$ cat src/rtl/assert_macros.svh
// Assertion macros shared by the RTL files of the PID controller.
// Depends on nothing; the asserting module supplies clk and rst.
`ifndef ASSERT_MACROS_SVH
`define ASSERT_MACROS_SVH

`ifndef ASSERT_OFF

// Checked only while reset is low.
`define PIDCC_ASSERT(lbl, prop) \
  lbl: assert property (@(posedge clk) disable iff (rst) (prop)) \
    else $error("pidcc: assertion failed");

// Checked at every edge, reset included.
`define PIDCC_ASSERT_ALWAYS(lbl, prop) \
  lbl: assert property (@(posedge clk) (prop)) \
    else $error("pidcc: assertion failed");

`else

`define PIDCC_ASSERT(lbl, prop)
`define PIDCC_ASSERT_ALWAYS(lbl, prop)

`endif

`endif

$ cat src/rtl/pidcc_pkg.sv
// Constants and register indexes of the PID controller.
// No dependencies.
package pidcc_pkg;

  localparam int GAIN_W       = 31;
  localparam int COEF_W       = 17;
  localparam int CFG_IDX_W    = 3;
  localparam int CFG_DATA_W   = 32;
  localparam int ISUM_W       = 48;
  localparam int MUL_G_W      = 32;
  localparam int MRES_W       = 64;
  localparam int TERM_W       = 32;
  localparam int PROD_LIM_EXP = 62;

  localparam logic [COEF_W-1:0] COEF_RESET = 17'd65536;

  localparam logic [CFG_IDX_W-1:0] REG_P_GAIN      = 3'd0;
  localparam logic [CFG_IDX_W-1:0] REG_I_GAIN      = 3'd1;
  localparam logic [CFG_IDX_W-1:0] REG_D_GAIN      = 3'd2;
  localparam logic [CFG_IDX_W-1:0] REG_FILTER_COEF = 3'd3;
  localparam logic [CFG_IDX_W-1:0] REG_P_LIMIT     = 3'd4;
  localparam logic [CFG_IDX_W-1:0] REG_I_LIMIT     = 3'd5;
  localparam logic [CFG_IDX_W-1:0] REG_D_LIMIT     = 3'd6;
  localparam logic [CFG_IDX_W-1:0] REG_OUT_LIMIT   = 3'd7;

  localparam logic REQ_UPDATE  = 1'b0;
  localparam logic REQ_PRELOAD = 1'b1;

endpackage

$ cat src/rtl/pidcc_if.sv
// Handshake channels of the PID controller: request, response, register write.
// Depends on pidcc_pkg.
interface pidcc_req_if #(parameter int DATA_WIDTH = 32);
  import pidcc_pkg::*;
  logic                         valid;
  logic                         ready;
  logic                         req_type;
  logic signed [DATA_WIDTH-1:0] setpoint;
  logic signed [DATA_WIDTH-1:0] position;
  logic signed [DATA_WIDTH-1:0] integral_preload;
  modport source (output valid, req_type, setpoint, position, integral_preload,
                  input ready);
  modport sink (input valid, req_type, setpoint, position, integral_preload,
                output ready);
endinterface

interface pidcc_rsp_if #(parameter int DATA_WIDTH = 32);
  logic                         valid;
  logic                         ready;
  logic signed [DATA_WIDTH-1:0] control_out;
  logic signed [DATA_WIDTH-1:0] p_term;
  logic signed [DATA_WIDTH-1:0] i_term;
  logic signed [DATA_WIDTH-1:0] d_term;
  modport source (output valid, control_out, p_term, i_term, d_term, input ready);
  modport sink (input valid, control_out, p_term, i_term, d_term, output ready);
endinterface

interface pidcc_cfg_if;
  import pidcc_pkg::*;
  logic                  valid;
  logic                  ready;
  logic [CFG_IDX_W-1:0]  index;
  logic [CFG_DATA_W-1:0] data;
  modport source (output valid, index, data, input ready);
  modport sink (input valid, index, data, output ready);
endinterface

$ cat src/rtl/pid_controller_clamped_terms.sv
// PID controller with clamped terms and back-calculation anti-windup.
// An update word runs five products on the shared shift-add multiplier: proportional,
// integral, derivative gain times filter coefficient, derivative and filter. A zero integral
// gain skips the integral product, a zero derivative gain the two derivative products, and
// a clamped integral term adds a pass of the one-bit-per-cycle restoring divider. A preload
// runs only the divider, or neither unit with a zero integral gain. The next word is
// accepted in the cycle after the result loads. Reset (rst, synchronous) clears the integral
// and derivative state, the gains and limits, and sets the filter coefficient to one.
module pid_controller_clamped_terms #(
  parameter int FRAC_BITS  = 16,
  parameter int DATA_WIDTH = 32
) (
  input logic         clk,
  input logic         rst,
  pidcc_cfg_if.sink   cfg,
  pidcc_req_if.sink   req,
  pidcc_rsp_if.source rsp
);
  import pidcc_pkg::*;

  `include "assert_macros.svh"

  // Widths. The error needs one bit over the data, the derivative difference two.
  localparam int D     = DATA_WIDTH;
  localparam int EW    = D + 1;
  localparam int DFW   = D + 2;
  localparam int DSW   = D + 1;
  localparam int MX    = (ISUM_W > DFW) ? ISUM_W : DFW;
  localparam int PW    = MUL_G_W + MX;
  localparam int QW    = PW - FRAC_BITS;
  localparam int QEW   = (QW > MRES_W) ? QW : MRES_W;
  localparam int TMW   = (D > TERM_W) ? D : TERM_W;
  localparam int DVW   = TMW + FRAC_BITS;
  localparam int DVC_W = $clog2(DVW);
  localparam int MC_W  = $clog2(MUL_G_W);
  localparam int ISW   = ((ISUM_W > EW) ? ISUM_W : EW) + 1;
  localparam int QXW   = ((DVW > ISUM_W) ? DVW : ISUM_W) + 1;
  localparam int DSA   = MRES_W + 1;

  localparam logic signed [ISW-1:0] IS_HI = {{(ISW-ISUM_W+1){1'b0}}, {(ISUM_W-1){1'b1}}};
  localparam logic signed [ISW-1:0] IS_LO = ~IS_HI;
  localparam logic signed [DSA-1:0] DS_HI = {{(DSA-DSW+1){1'b0}}, {(DSW-1){1'b1}}};
  localparam logic signed [DSA-1:0] DS_LO = ~DS_HI;
  localparam logic [QXW-1:0] DQ_MAG = {{(QXW-ISUM_W){1'b0}}, 1'b1, {(ISUM_W-1){1'b0}}};
  localparam logic [QXW-1:0] DQ_HI  = DQ_MAG - 1'b1;
  localparam logic [QEW-1:0] MQ_LIM = QEW'(1) << PROD_LIM_EXP;

  // Sequencer states.
  localparam logic [3:0] S_IDLE  = 4'd0;
  localparam logic [3:0] S_ERR   = 4'd1;
  localparam logic [3:0] S_PLD   = 4'd2;
  localparam logic [3:0] S_PFIN  = 4'd3;
  localparam logic [3:0] S_IFIN  = 4'd4;
  localparam logic [3:0] S_KLD   = 4'd5;
  localparam logic [3:0] S_KFIN  = 4'd6;
  localparam logic [3:0] S_DFIN  = 4'd7;
  localparam logic [3:0] S_FLD   = 4'd8;
  localparam logic [3:0] S_FFIN  = 4'd9;
  localparam logic [3:0] S_SUM   = 4'd10;
  localparam logic [3:0] S_DONE  = 4'd11;
  localparam logic [3:0] S_PRE   = 4'd12;
  localparam logic [3:0] S_MRUN  = 4'd13;
  localparam logic [3:0] S_DRUN  = 4'd14;
  localparam logic [3:0] S_DVFIN = 4'd15;

  // Symmetric clamp of a wide signed value to a 31-bit limit.
  function automatic logic signed [TERM_W-1:0] clamp_sym(
    input logic signed [MRES_W-1:0] x, input logic [GAIN_W-1:0] lim);
    logic signed [MRES_W-1:0] l;
    logic signed [MRES_W-1:0] r;
    l = signed'(MRES_W'(lim));
    if (x > l) begin
      r = l;
    end else if (x < -l) begin
      r = -l;
    end else begin
      r = x;
    end
    return TERM_W'(r);
  endfunction

  // Configuration registers.
  logic [GAIN_W-1:0] p_gain, i_gain, d_gain, p_limit, i_limit, d_limit, out_limit;
  logic [COEF_W-1:0] filter_coef;
  logic [COEF_W-1:0] f_eff;

  // Sequencer and item state.
  logic [3:0]                state;
  logic [3:0]                mul_ret;
  logic                      is_pre;
  logic signed [D-1:0]       sp, pos, pre;
  logic signed [EW-1:0]      err;
  logic signed [DFW-1:0]     diff;
  logic signed [ISUM_W-1:0]  isum;
  logic signed [DSW-1:0]     ds;
  logic signed [TERM_W-1:0]  p_t, i_t, d_t, co_t;

  // Shift-add multiplier: the gain sits in the low MUL_G_W bits and is consumed one
  // bit per cycle while the magnitude is added into the upper bits.
  logic [PW-1:0]             mul_prod;
  logic [MX-1:0]             mul_m;
  logic                      mul_neg;
  logic [MC_W-1:0]           mul_cnt;
  logic [MX:0]               msum;
  logic [QEW-1:0]            mqx;
  logic [MRES_W-1:0]         mqs;
  logic                      mr;
  logic signed [MRES_W-1:0]  mres;

  logic                      mul_load;
  logic [MUL_G_W-1:0]        ld_g;
  logic signed [MX-1:0]      ld_x;
  logic [MX-1:0]             ld_m;
  logic [3:0]                ld_ret;

  // Restoring divider: one quotient bit per cycle.
  logic [DVW-1:0]            dv_n;
  logic [GAIN_W-1:0]         dv_rem;
  logic [GAIN_W-1:0]         dv_g;
  logic                      dv_neg;
  logic [DVC_W-1:0]          dv_cnt;
  logic [GAIN_W:0]           dv_rs;
  logic                      dv_ge;
  logic [QXW-1:0]            dv_qx;
  logic signed [ISUM_W-1:0]  dvres;
  logic                      dv_load;
  logic signed [TMW-1:0]     dv_t;
  logic [TMW-1:0]            dv_m;

  logic signed [ISW-1:0]     isum_add;
  logic signed [ISUM_W-1:0]  isum_sat;
  logic signed [DSA-1:0]     ds_add;
  logic signed [DSW-1:0]     ds_sat;
  logic signed [TERM_W-1:0]  i_cl;
  logic                      i_clipped;

  logic                      out_valid;
  logic signed [D-1:0]       out_co, out_p, out_i, out_d;

  assign cfg.ready       = 1'b1;
  assign req.ready       = (state == S_IDLE);
  assign rsp.valid       = out_valid;
  assign rsp.control_out = out_co;
  assign rsp.p_term      = out_p;
  assign rsp.i_term      = out_i;
  assign rsp.d_term      = out_d;

  // A filter coefficient above one acts as one.
  assign f_eff = (32'(filter_coef) > (32'd1 << FRAC_BITS)) ?
                 COEF_W'(32'd1 << FRAC_BITS) : filter_coef;

  // Multiplier step and result: floor shift, saturate near 2^62, and round
  // the negative magnitude away from zero when any fraction bit was lost.
  always_comb begin
    msum = {1'b0, mul_prod[PW-1:MUL_G_W]} + (mul_prod[0] ? {1'b0, mul_m} : '0);
    mqx  = QEW'(mul_prod[PW-1:FRAC_BITS]);
    mqs  = (mqx > MQ_LIM) ? MRES_W'(MQ_LIM) : MRES_W'(mqx);
    mr   = |mul_prod[FRAC_BITS-1:0];
    mres = mul_neg ? -(signed'(mqs) + signed'(MRES_W'(mr))) : signed'(mqs);
  end

  // Divider step and saturation of the quotient into the integral width.
  always_comb begin
    dv_rs = {dv_rem, dv_n[DVW-1]};
    dv_ge = (dv_rs >= {1'b0, dv_g});
    dv_qx = QXW'(dv_n);
    if (dv_neg) begin
      dvres = (dv_qx > DQ_MAG) ? signed'(ISUM_W'(~IS_HI)) : signed'(ISUM_W'(~dv_qx + 1'b1));
    end else begin
      dvres = (dv_qx > DQ_HI) ? signed'(ISUM_W'(IS_HI)) : signed'(ISUM_W'(dv_qx));
    end
  end

  // State updates with saturation.
  always_comb begin
    isum_add = ISW'(isum) + ISW'(err);
    if (isum_add > IS_HI) begin
      isum_sat = ISUM_W'(IS_HI);
    end else if (isum_add < IS_LO) begin
      isum_sat = ISUM_W'(IS_LO);
    end else begin
      isum_sat = ISUM_W'(isum_add);
    end
    ds_add = DSA'(ds) + DSA'(mres);
    if (ds_add > DS_HI) begin
      ds_sat = DSW'(DS_HI);
    end else if (ds_add < DS_LO) begin
      ds_sat = DSW'(DS_LO);
    end else begin
      ds_sat = DSW'(ds_add);
    end
    i_cl      = clamp_sym(mres, i_limit);
    i_clipped = (MRES_W'(i_cl) != mres);
  end

  // Operand selection for the shared multiplier and the divider.
  always_comb begin
    mul_load = 1'b0;
    ld_g     = '0;
    ld_x     = '0;
    ld_ret   = S_IDLE;
    dv_load  = 1'b0;
    dv_t     = '0;
    unique case (state)
      S_PLD: begin
        mul_load = 1'b1;
        ld_g     = MUL_G_W'(p_gain);
        ld_x     = MX'(err);
        ld_ret   = S_PFIN;
      end
      S_PFIN: begin
        mul_load = (i_gain != '0);
        ld_g     = MUL_G_W'(i_gain);
        ld_x     = MX'(isum);
        ld_ret   = S_IFIN;
      end
      S_IFIN: begin
        dv_load = i_clipped;
        dv_t    = TMW'(i_cl);
      end
      S_KLD: begin
        mul_load = (d_gain != '0);
        ld_g     = MUL_G_W'(d_gain);
        ld_x     = signed'(MX'(f_eff));
        ld_ret   = S_KFIN;
      end
      S_KFIN: begin
        mul_load = 1'b1;
        ld_g     = mres[MUL_G_W-1:0];
        ld_x     = MX'(diff);
        ld_ret   = S_DFIN;
      end
      S_FLD: begin
        mul_load = 1'b1;
        ld_g     = MUL_G_W'(f_eff);
        ld_x     = MX'(diff);
        ld_ret   = S_FFIN;
      end
      S_PRE: begin
        dv_load = (i_gain != '0);
        dv_t    = TMW'(pre);
      end
      default: begin
      end
    endcase
    ld_m = ld_x[MX-1] ? (~ld_x + 1'b1) : ld_x;
    dv_m = dv_t[TMW-1] ? (~dv_t + 1'b1) : dv_t;
  end

  always_ff @(posedge clk) begin
    if (rst) begin
      state       <= S_IDLE;
      out_valid   <= 1'b0;
      isum        <= '0;
      ds          <= '0;
      p_gain      <= '0;
      i_gain      <= '0;
      d_gain      <= '0;
      filter_coef <= COEF_RESET;
      p_limit     <= '0;
      i_limit     <= '0;
      d_limit     <= '0;
      out_limit   <= '0;
    end else begin
      if (cfg.valid && cfg.ready) begin
        unique case (cfg.index)
          REG_P_GAIN:      p_gain      <= cfg.data[GAIN_W-1:0];
          REG_I_GAIN:      i_gain      <= cfg.data[GAIN_W-1:0];
          REG_D_GAIN:      d_gain      <= cfg.data[GAIN_W-1:0];
          REG_FILTER_COEF: filter_coef <= cfg.data[COEF_W-1:0];
          REG_P_LIMIT:     p_limit     <= cfg.data[GAIN_W-1:0];
          REG_I_LIMIT:     i_limit     <= cfg.data[GAIN_W-1:0];
          REG_D_LIMIT:     d_limit     <= cfg.data[GAIN_W-1:0];
          REG_OUT_LIMIT:   out_limit   <= cfg.data[GAIN_W-1:0];
          default: begin
          end
        endcase
      end

      // A word taken by the receiver empties the output register, unless the
      // sequencer refills it in the same cycle.
      if (out_valid && rsp.ready && state != S_DONE) begin
        out_valid <= 1'b0;
      end

      if (mul_load) begin
        mul_prod <= {{MX{1'b0}}, ld_g};
        mul_m    <= ld_m;
        mul_neg  <= ld_x[MX-1];
        mul_cnt  <= '0;
        mul_ret  <= ld_ret;
      end

      if (dv_load) begin
        dv_n   <= {dv_m, {FRAC_BITS{1'b0}}};
        dv_rem <= '0;
        dv_g   <= i_gain;
        dv_neg <= dv_t[TMW-1];
        dv_cnt <= '0;
      end

      unique case (state)
        S_IDLE: begin
          if (req.valid) begin
            sp     <= req.setpoint;
            pos    <= req.position;
            pre    <= req.integral_preload;
            is_pre <= (req.req_type == REQ_PRELOAD);
            state  <= (req.req_type == REQ_PRELOAD) ? S_PRE : S_ERR;
          end
        end
        S_ERR: begin
          err   <= EW'(sp) - EW'(pos);
          diff  <= -DFW'(pos) - DFW'(ds);
          state <= S_PLD;
        end
        S_PLD: begin
          isum  <= isum_sat;
          state <= S_MRUN;
        end
        S_MRUN: begin
          mul_prod <= {msum, mul_prod[MUL_G_W-1:1]};
          mul_cnt  <= mul_cnt + 1'b1;
          if (mul_cnt == MC_W'(MUL_G_W - 1)) begin
            state <= mul_ret;
          end
        end
        S_PFIN: begin
          p_t <= clamp_sym(mres, p_limit);
          if (i_gain != '0) begin
            state <= S_MRUN;
          end else begin
            i_t   <= '0;
            state <= S_KLD;
          end
        end
        S_IFIN: begin
          i_t   <= i_cl;
          // Back-calculation: a clamped term resets the sum to term / gain.
          state <= i_clipped ? S_DRUN : S_KLD;
        end
        S_DRUN: begin
          dv_rem <= dv_ge ? GAIN_W'(dv_rs - {1'b0, dv_g}) : GAIN_W'(dv_rs);
          dv_n   <= {dv_n[DVW-2:0], dv_ge};
          dv_cnt <= dv_cnt + 1'b1;
          if (dv_cnt == DVC_W'(DVW - 1)) begin
            state <= S_DVFIN;
          end
        end
        S_DVFIN: begin
          isum  <= dvres;
          state <= is_pre ? S_DONE : S_KLD;
        end
        S_KLD: begin
          if (d_gain != '0) begin
            state <= S_MRUN;
          end else begin
            d_t   <= '0;
            state <= S_FLD;
          end
        end
        S_KFIN: begin
          state <= S_MRUN;
        end
        S_DFIN: begin
          d_t   <= clamp_sym(mres, d_limit);
          state <= S_FLD;
        end
        S_FLD: begin
          state <= S_MRUN;
        end
        S_FFIN: begin
          ds    <= ds_sat;
          state <= S_SUM;
        end
        S_SUM: begin
          co_t  <= clamp_sym(MRES_W'(p_t) + MRES_W'(i_t) + MRES_W'(d_t), out_limit);
          state <= S_DONE;
        end
        S_PRE: begin
          // Align the derivative state to the position; all terms read zero.
          ds    <= -DSW'(pos);
          p_t   <= '0;
          i_t   <= '0;
          d_t   <= '0;
          co_t  <= '0;
          state <= (i_gain != '0) ? S_DRUN : S_DONE;
        end
        S_DONE: begin
          // The output register frees the sequencer once the word is loaded.
          if (!out_valid || rsp.ready) begin
            out_valid <= 1'b1;
            out_co    <= D'(co_t);
            out_p     <= D'(p_t);
            out_i     <= D'(i_t);
            out_d     <= D'(d_t);
            state     <= S_IDLE;
          end
        end
        default: begin
          state <= S_IDLE;
        end
      endcase
    end
  end

  `PIDCC_ASSERT_ALWAYS(a_reset_idle, $past(rst) |-> (state == S_IDLE && !out_valid))
  `PIDCC_ASSERT(a_mul_return,
    (state == S_MRUN && mul_cnt == MC_W'(MUL_G_W - 1)) |=> (state == $past(mul_ret)))
  `PIDCC_ASSERT(a_rsp_from_done, $rose(out_valid) |-> ($past(state) == S_DONE))
  `PIDCC_ASSERT(a_idle_state_kept, (state == S_IDLE) |=> ($stable(isum) && $stable(ds)))

endmodule
$ cat src/flat_wrapper.sv
// flat-port wrapper written by rule: the top's interface ports become plain ports
module pid_controller_clamped_terms_flat import pidcc_pkg::*;
#(
  parameter int FRAC_BITS  = 16,
  parameter int DATA_WIDTH = 32
)
  (clk, rst, cfg_valid, cfg_index, cfg_data, cfg_ready, req_valid, req_req_type, req_setpoint, req_position, req_integral_preload, req_ready, rsp_valid, rsp_control_out, rsp_p_term, rsp_i_term, rsp_d_term, rsp_ready);
  pidcc_cfg_if cfg_i ();
  pidcc_req_if #(.DATA_WIDTH(DATA_WIDTH)) req_i ();
  pidcc_rsp_if #(.DATA_WIDTH(DATA_WIDTH)) rsp_i ();
  input logic clk;
  input logic rst;
  input wire logic [$bits(cfg_i.valid)-1:0] cfg_valid;
  input wire logic [$bits(cfg_i.index)-1:0] cfg_index;
  input wire logic [$bits(cfg_i.data)-1:0] cfg_data;
  output wire logic [$bits(cfg_i.ready)-1:0] cfg_ready;
  input wire logic [$bits(req_i.valid)-1:0] req_valid;
  input wire logic [$bits(req_i.req_type)-1:0] req_req_type;
  input wire logic [$bits(req_i.setpoint)-1:0] req_setpoint;
  input wire logic [$bits(req_i.position)-1:0] req_position;
  input wire logic [$bits(req_i.integral_preload)-1:0] req_integral_preload;
  output wire logic [$bits(req_i.ready)-1:0] req_ready;
  output wire logic [$bits(rsp_i.valid)-1:0] rsp_valid;
  output wire logic [$bits(rsp_i.control_out)-1:0] rsp_control_out;
  output wire logic [$bits(rsp_i.p_term)-1:0] rsp_p_term;
  output wire logic [$bits(rsp_i.i_term)-1:0] rsp_i_term;
  output wire logic [$bits(rsp_i.d_term)-1:0] rsp_d_term;
  input wire logic [$bits(rsp_i.ready)-1:0] rsp_ready;
  assign cfg_i.valid = cfg_valid;
  assign cfg_i.index = cfg_index;
  assign cfg_i.data = cfg_data;
  assign cfg_ready = cfg_i.ready;
  assign req_i.valid = req_valid;
  assign req_i.req_type = req_req_type;
  assign req_i.setpoint = req_setpoint;
  assign req_i.position = req_position;
  assign req_i.integral_preload = req_integral_preload;
  assign req_ready = req_i.ready;
  assign rsp_valid = rsp_i.valid;
  assign rsp_control_out = rsp_i.control_out;
  assign rsp_p_term = rsp_i.p_term;
  assign rsp_i_term = rsp_i.i_term;
  assign rsp_d_term = rsp_i.d_term;
  assign rsp_i.ready = rsp_ready;
  pid_controller_clamped_terms #(.FRAC_BITS(FRAC_BITS), .DATA_WIDTH(DATA_WIDTH)) u_core (.clk(clk), .rst(rst), .cfg(cfg_i), .req(req_i), .rsp(rsp_i));
endmodule
$ cat config.mk
export PLATFORM = sky130hd
export DESIGN_NAME = pid_controller_clamped_terms_flat
export DESIGN_NICKNAME = d
export VERILOG_FILES = /design/src/rtl/pidcc_pkg.sv /design/src/rtl/pidcc_if.sv /design/src/rtl/pid_controller_clamped_terms.sv /design/src/flat_wrapper.sv
export VERILOG_INCLUDE_DIRS = /design/src /design/src/rtl
export SDC_FILE = /design/constraint.sdc
export NUM_CORES = 2
export LEC_CHECK = 0
export ABC_AREA = 1
export BUFFER_PORTS_ARGS = -buffer_cell sky130_fd_sc_hd__buf_2
export CAP_MARGIN = 20
export CORE_ASPECT_RATIO = 0.8
export CORE_MARGIN = 10
export CORE_UTILIZATION = 58
export CTS_CLUSTER_SIZE = 24
export DETAILED_ROUTE_END_ITERATION = 10
export PLACE_DENSITY = 0.78
export REMOVE_ABC_BUFFERS = 1
export SYNTH_ARGS = -nofsm -noshare
export SYNTH_HDL_FRONTEND = slang
export SYNTH_SLANG_ARGS = --single-unit
$ cat constraint.sdc
create_clock -name clk -period 13.2 [get_ports clk]
set_clock_uncertainty 0.05 [all_clocks]
set_input_delay 0.66 -clock clk [delete_from_list [all_inputs] [get_ports clk]]
set_output_delay 0.66 -clock clk [all_outputs]
set_load 0.05 [all_outputs]
# After elaboration in Yosys (flattened, before gate mapping)
# Index checks and enable logic that the tools add are counted.
classes:
  magnitude_cmp: 17
  addsub: 21
  n_reduce_logical: 39
  bitwise_logic: 4
  eq_ne: 32
  n_mux: 60
op_table:
  columns: ["operator", "count"]
  rows:
  - ["two-way mux 48 bit", 8]
  - ["two-way mux 32 bit", 11]
  - ["> comparator 64 x 32 -> 1 bit", 4]
  - ["less-than comparator 64 bit", 4]
  - ["negation 31 -> 64 bit", 4]
  - ["one-hot mux 32 bit (2 select lines)", 3]
  - ["one-hot mux 32 bit (3 select lines)", 2]
  - ["one-hot mux 48 bit (4 select lines)", 1]
  - ["two-way mux 80 bit", 2]
  - ["one-hot mux 32 bit (5 select lines)", 1]
  - ["two-way mux 64 bit", 2]
  - ["adder 48 x 1 -> 48 bit, second input constant", 2]
  - ["NOT 48 bit", 2]
  - ["one-hot mux 48 bit (2 select lines)", 1]
  - ["two-way mux 31 bit", 3]
  - ["two-way mux 33 bit", 2]
  - ["one-hot mux 33 bit (2 select lines)", 1]
  - ["adder 33 x 64 -> 65 bit", 1]
  - ["> comparator 65 x 33 -> 1 bit, second input constant", 1]
  - ["less-than comparator 65 x 33 -> 1 bit, second input constant", 1]
  - ["adder 64 x 2 -> 64 bit", 1]
  - ["> comparator 64 x 63 -> 1 bit, second input constant", 1]
  - ["inequality test 32 x 64 -> 1 bit", 1]
  - ["negation 64 bit", 1]
  - ["other kinds (57)", 113]
word_totals:
  regBits: 995

# Logic depth before layout (Yosys ltp)
depth:
  word_depth: 14
  ltp_mapped: 63
  mapped_depth_nobuf: 59

# Worst setup path after synthesis
# No wires, ideal clock.
synth_path:
  kind: "input-to-reg"
  from: "in rst"
  to: "reg u_core.out_co[0] (netlist: u_core.rsp.control_out[0]), enable pin"
  path_slack_ns: -0.763
  setup_time_ns: 0.928
  arrival_ns: 12.985
  path_stages: 2
  n_path_buf: 1
  path_cell_list: "clkbuf_1 nor4_1"
synth_between:
  elab_chain_len: 2
synth_rtl:
  columns: ["item", "line", "text"]
  rows:
  - ["start, declared", "flat_wrapper.sv:12", "input logic rst;"]
  - ["NOT 1 bit (no line)", null, null]
  - ["AND reduction 3 bit (no line)", null, null]
  - ["end signal, assigned", "pid_controller_clamped_terms.sv:393", "out_co <= D'(co_t);"]
  - ["end, declared", "pid_controller_clamped_terms.sv:138", "logic signed [D-1:0] out_co, out_p, out_i, out_d;"]
# Every way passes these cells.
# A chain may end at the register's enable or synchronous reset.

# Worst setup path after layout
layout_path:
  from: "reg u_core.mul_prod[18]"
  to: "reg u_core.dv_n[29], enable pin"
layout_between:
  elab_chain_len: 12
  word_cells_on_any_way: 13
layout_rtl:
  columns: ["item", "line", "text"]
  rows:
  - ["start, declared", "pid_controller_clamped_terms.sv:100", "logic [PW-1:0] mul_prod;"]
  - ["start signal, assigned", "pid_controller_clamped_terms.sv:287", "mul_prod <= {{MX{1'b0}}, ld_g};"]
  - ["start signal, assigned", "pid_controller_clamped_terms.sv:322", "mul_prod <= {msum, mul_prod[MUL_G_W-1:1]};"]
  - ["> comparator 64 x 63 -> 1 bit", "pid_controller_clamped_terms.sv:157", "mqs = (mqx > MQ_LIM) ? MRES_W'(MQ_LIM) : MRES_W'(mqx);"]
  - ["two-way mux 64 bit *", "pid_controller_clamped_terms.sv:157", null]
  - ["adder 64 x 2 -> 64 bit", "pid_controller_clamped_terms.sv:159", "mres = mul_neg ? -(signed'(mqs) + signed'(MRES_W'(mr))) : signed'(mqs);"]
  - ["negation 64 bit", "pid_controller_clamped_terms.sv:159", null]
  - ["two-way mux 64 bit *", "pid_controller_clamped_terms.sv:159", null]
  - ["less-than comparator 64 bit", "pid_controller_clamped_terms.sv:74", "end else if (x < -l) begin"]
  - ["two-way mux 32 bit", "pid_controller_clamped_terms.sv:74", null]
  - ["two-way mux 32 bit", "pid_controller_clamped_terms.sv:72", "if (x > l) begin"]
  - ["inequality test 32 x 64 -> 1 bit *", "pid_controller_clamped_terms.sv:193", "i_clipped = (MRES_W'(i_cl) != mres);"]
  - ["one-hot mux 1 bit (2 select lines) *", "pid_controller_clamped_terms.sv:204", "unique case (state)"]
  - ["nonzero test 2 bit (no line) *", null, null]
  - ["AND reduction 2 bit (no line) *", null, null]
  - ["end signal, assigned", "pid_controller_clamped_terms.sv:295", "dv_n <= {dv_m, {FRAC_BITS{1'b0}}};"]
  - ["end signal, assigned", "pid_controller_clamped_terms.sv:344", "dv_n <= {dv_n[DVW-2:0], dv_ge};"]
  - ["end, declared", "pid_controller_clamped_terms.sv:117", "logic [DVW-1:0] dv_n;"]
# Every way passes the cells marked *; elsewhere a longest branch is shown, timed or not.

==> metrics <==
Max Slew Vio Count=0; Synth area leader=edfxtp_1; Simple-Gate Fraction of Synth Area=a little over a fifth; combinational family with the most area after synthesis=simple AND/OR/NAND/NOR gates; top post-synthesis cells by area=edfxtp_1, ha_1, nand2_1, dfxtp_1, a21oi_1; Die ar.=~0.15 mm^2; Initial Util=between 50% and 60%; Critical Path End Type=flop; # port buffers=approximately 270; CP required=between 10,000 and 15,000 ps; remaining antenna violation count=0; CTS tree=built; Cell variety after synth=76; Initial DRT Pass Iterations=6; pwr dens=~220 mW/mm^2; syn avg cell area=roughly 7.7 um^2; clock sink count=about 1,000; Wirelength per Cell=about 23 um; Max clock buf depth=3; endpoints failing setup=0; mapped cell area=0.0761 mm^2; initial antenna violation count=21; total negative slack=0 ps; Rel. slew slack=between 10% and 20%; die width=425 um; min-delay worst type=in2reg; CTS clk-pin slew, worst paths=70 ps; number of synthesized flops with an enable pin=675; xor/xnor share of the synthesized area=roughly 5.2%; r2r worst-path depth=just over 50; CP max stage delay=approximately 800 ps; vias in the first global route=about 68,000; run status=finished clean; postcts setup bufs=0; Post-synth ARST share=0%; Placer Congestion=between 1 and 1.5; kind of critical path=reg2reg; CTS H-tree depth=3; number of buffers created by CTS=between 100 and 150; clock latency on the worst-skew pair=790 ps; post-synthesis mux area share=0%; num rows=between 100 and 150; compound-gate portion of the synthesized area=approximately 18%; max cap viols=0; DR iter-0 viols=just under 10,000; synth cell count leaders=nand2_1, inv_1, a21oi_1; share of the synthesized area in the top cell type=26.6%; Seq cells post-synth=slightly below 1,000; Final period util=84.2%; Core Area=~0.13 mm^2; Worst VDD drop=~0.16 mV; Die H=approximately 340 um; maximum clock frequency=between 0.08 and 0.09 GHz; Synth Flop Type=edfxtp_1; area grow syn2layout=10.1%; Post-route DRC=0; Placed Area=between 0.07 and 0.08 mm^2; Final Instance Area=0.0838 mm^2; slowest cell on the critical path=o21ai_1; first-pass GRT wire length=slightly above 400,000 um; crit-path max FO=48; worst path arrival time=11,570 ps; GRT overflow=0; Fin. Hold Viols=0; most common cell in the netlist=nand2_1; Top Ports=around 270; largest net degree at the start of global routing=about 120; post-DP HPWL=214,000 um; Synth warnings=0; Post-Syn Instances=~10,000; Least-Margin Pin Slew=roughly 1200 ps; Seq/Total Area, Yosys=around a third; # fillers=~11,000; RSZ-0062 raised after global routing=false; area share of fa/ha/maj cells after synthesis=13.6%; Cells on Worst Hold Path=1; crit start category=flop; overall routing resource usage=between 30% and 40%; Vias/cell=~6.1; fin crit period=between 10,000 and 15,000 ps; nets=roughly 11,000; Crit path top cell by count=nand2_1; Leak=0.0381 uW; root buffer cell=clkbuf_16; total length of routed wires=around 280,000 um; share of cells above drive strength 1=6.65%; vias after detailed routing=approximately 74,000
[worst max-delay path, delay by kind of cell (launching register included)]
family	cells	cell delay, ps
adder cells (fa/ha/maj)	2	600
buffers and inverters	6	1850
XOR/XNOR	1	190
flip-flops	1	470
AO/OA/AOI/OAI	11	2770
AND/OR/NAND/NOR	31	4820
[where the power goes]
part           switching [uW]  internal (uW)
Sequential                316           3980
Combinational            7510           3340
Clock                    1370           1670
Total                    9200           8990
[cell usage in the layout (no fill, tap or decap), types with 90 or more instances in the layout]
master            n
a21oi_1        1028
buf_2           265
buf_4           107
clkbuf_16       106
dfxtp_1         320
dlygate4sd3_1    90
edfxtp_1        675
ha_1            765
inv_1          1179
nand2_1        1843
nand3_1         464
nand4_1          94
nor2_1          998
nor3_1          161
o21ai_0         746
xnor2_1         131
xor2_1          324
[kinds of logic after synthesis]
kind of cell | after synthesis
AO/OA/AOI/OAI | 2374
XOR/XNOR | 455
adder cells (fa/ha/maj) | 804
buffers and inverters | 1512
flip-flops | 995
other | 1
AND/OR/NAND/NOR | 3769
[through the flow]
step	utilization (%)	instances	hold slack, ps	worst slack, ps	power (uW)
2_1_floorplan	-	9606	350	-753	11300
3_3_place_gp	61.0	11700	352	2520	14400
3_5_place_dp	61.0	11700	355	2420	14700
4_1_cts	64.4	12000	6.91	2360	17800
5_1_grt	64.5	12000	21.5	1460	19300
6_report	64.5	12000	37.4	2080	18200
[final cells by class]
class,count,area (um^2),share of cell area [%]
tap,1740,2180,2.60
clock buffer,123,2730,3.25
inverter,1208,4540,5.42
timing repair buffer,469,3200,3.82
clock inverter,72,703,0.839
sequential,995,26700,31.8
multi-input combinational,7403,43800,52.2
antenna,13,32.5,0.0388
[sequential cells by signal (all words and copies together) (netlist names), 33 cells and up]
name / count
u_core.dv_n: 48
u_core.err: 33
u_core.mul_prod: 80
u_core.diff: 34
u_core.mul_m: 48
u_core.ds: 33
u_core.isum: 48
[what timing repair did]
item	4_1_cts	5_1_grt
hold endpoints to repair	90	0
resized for setup	0	0
hold buffers	90	0
[per-layer routing]
metal	GRT usage, %	share of wire [%]
met2	52.7	41
met5	0.653	0.10
met3	11.6	14
met1	50.1	41
met4	14.6	4.4
[final timing paths]
| check | start | slack, ps | end |
|---|---|---|---|
| setup / recovery | u_core.mul_prod[18] | 2080 | u_core.dv_n[29] |
| hold / removal | req_integral_preload[11] | 40 | u_core.pre[11] |
| setup reg to reg | u_core.mul_prod[18] | 2080 | u_core.dv_n[29] |
| hold reg to reg | u_core.co_t[8] | 370 | u_core.rsp.control_out[8] |
Power figures use the tool's default switching activity.
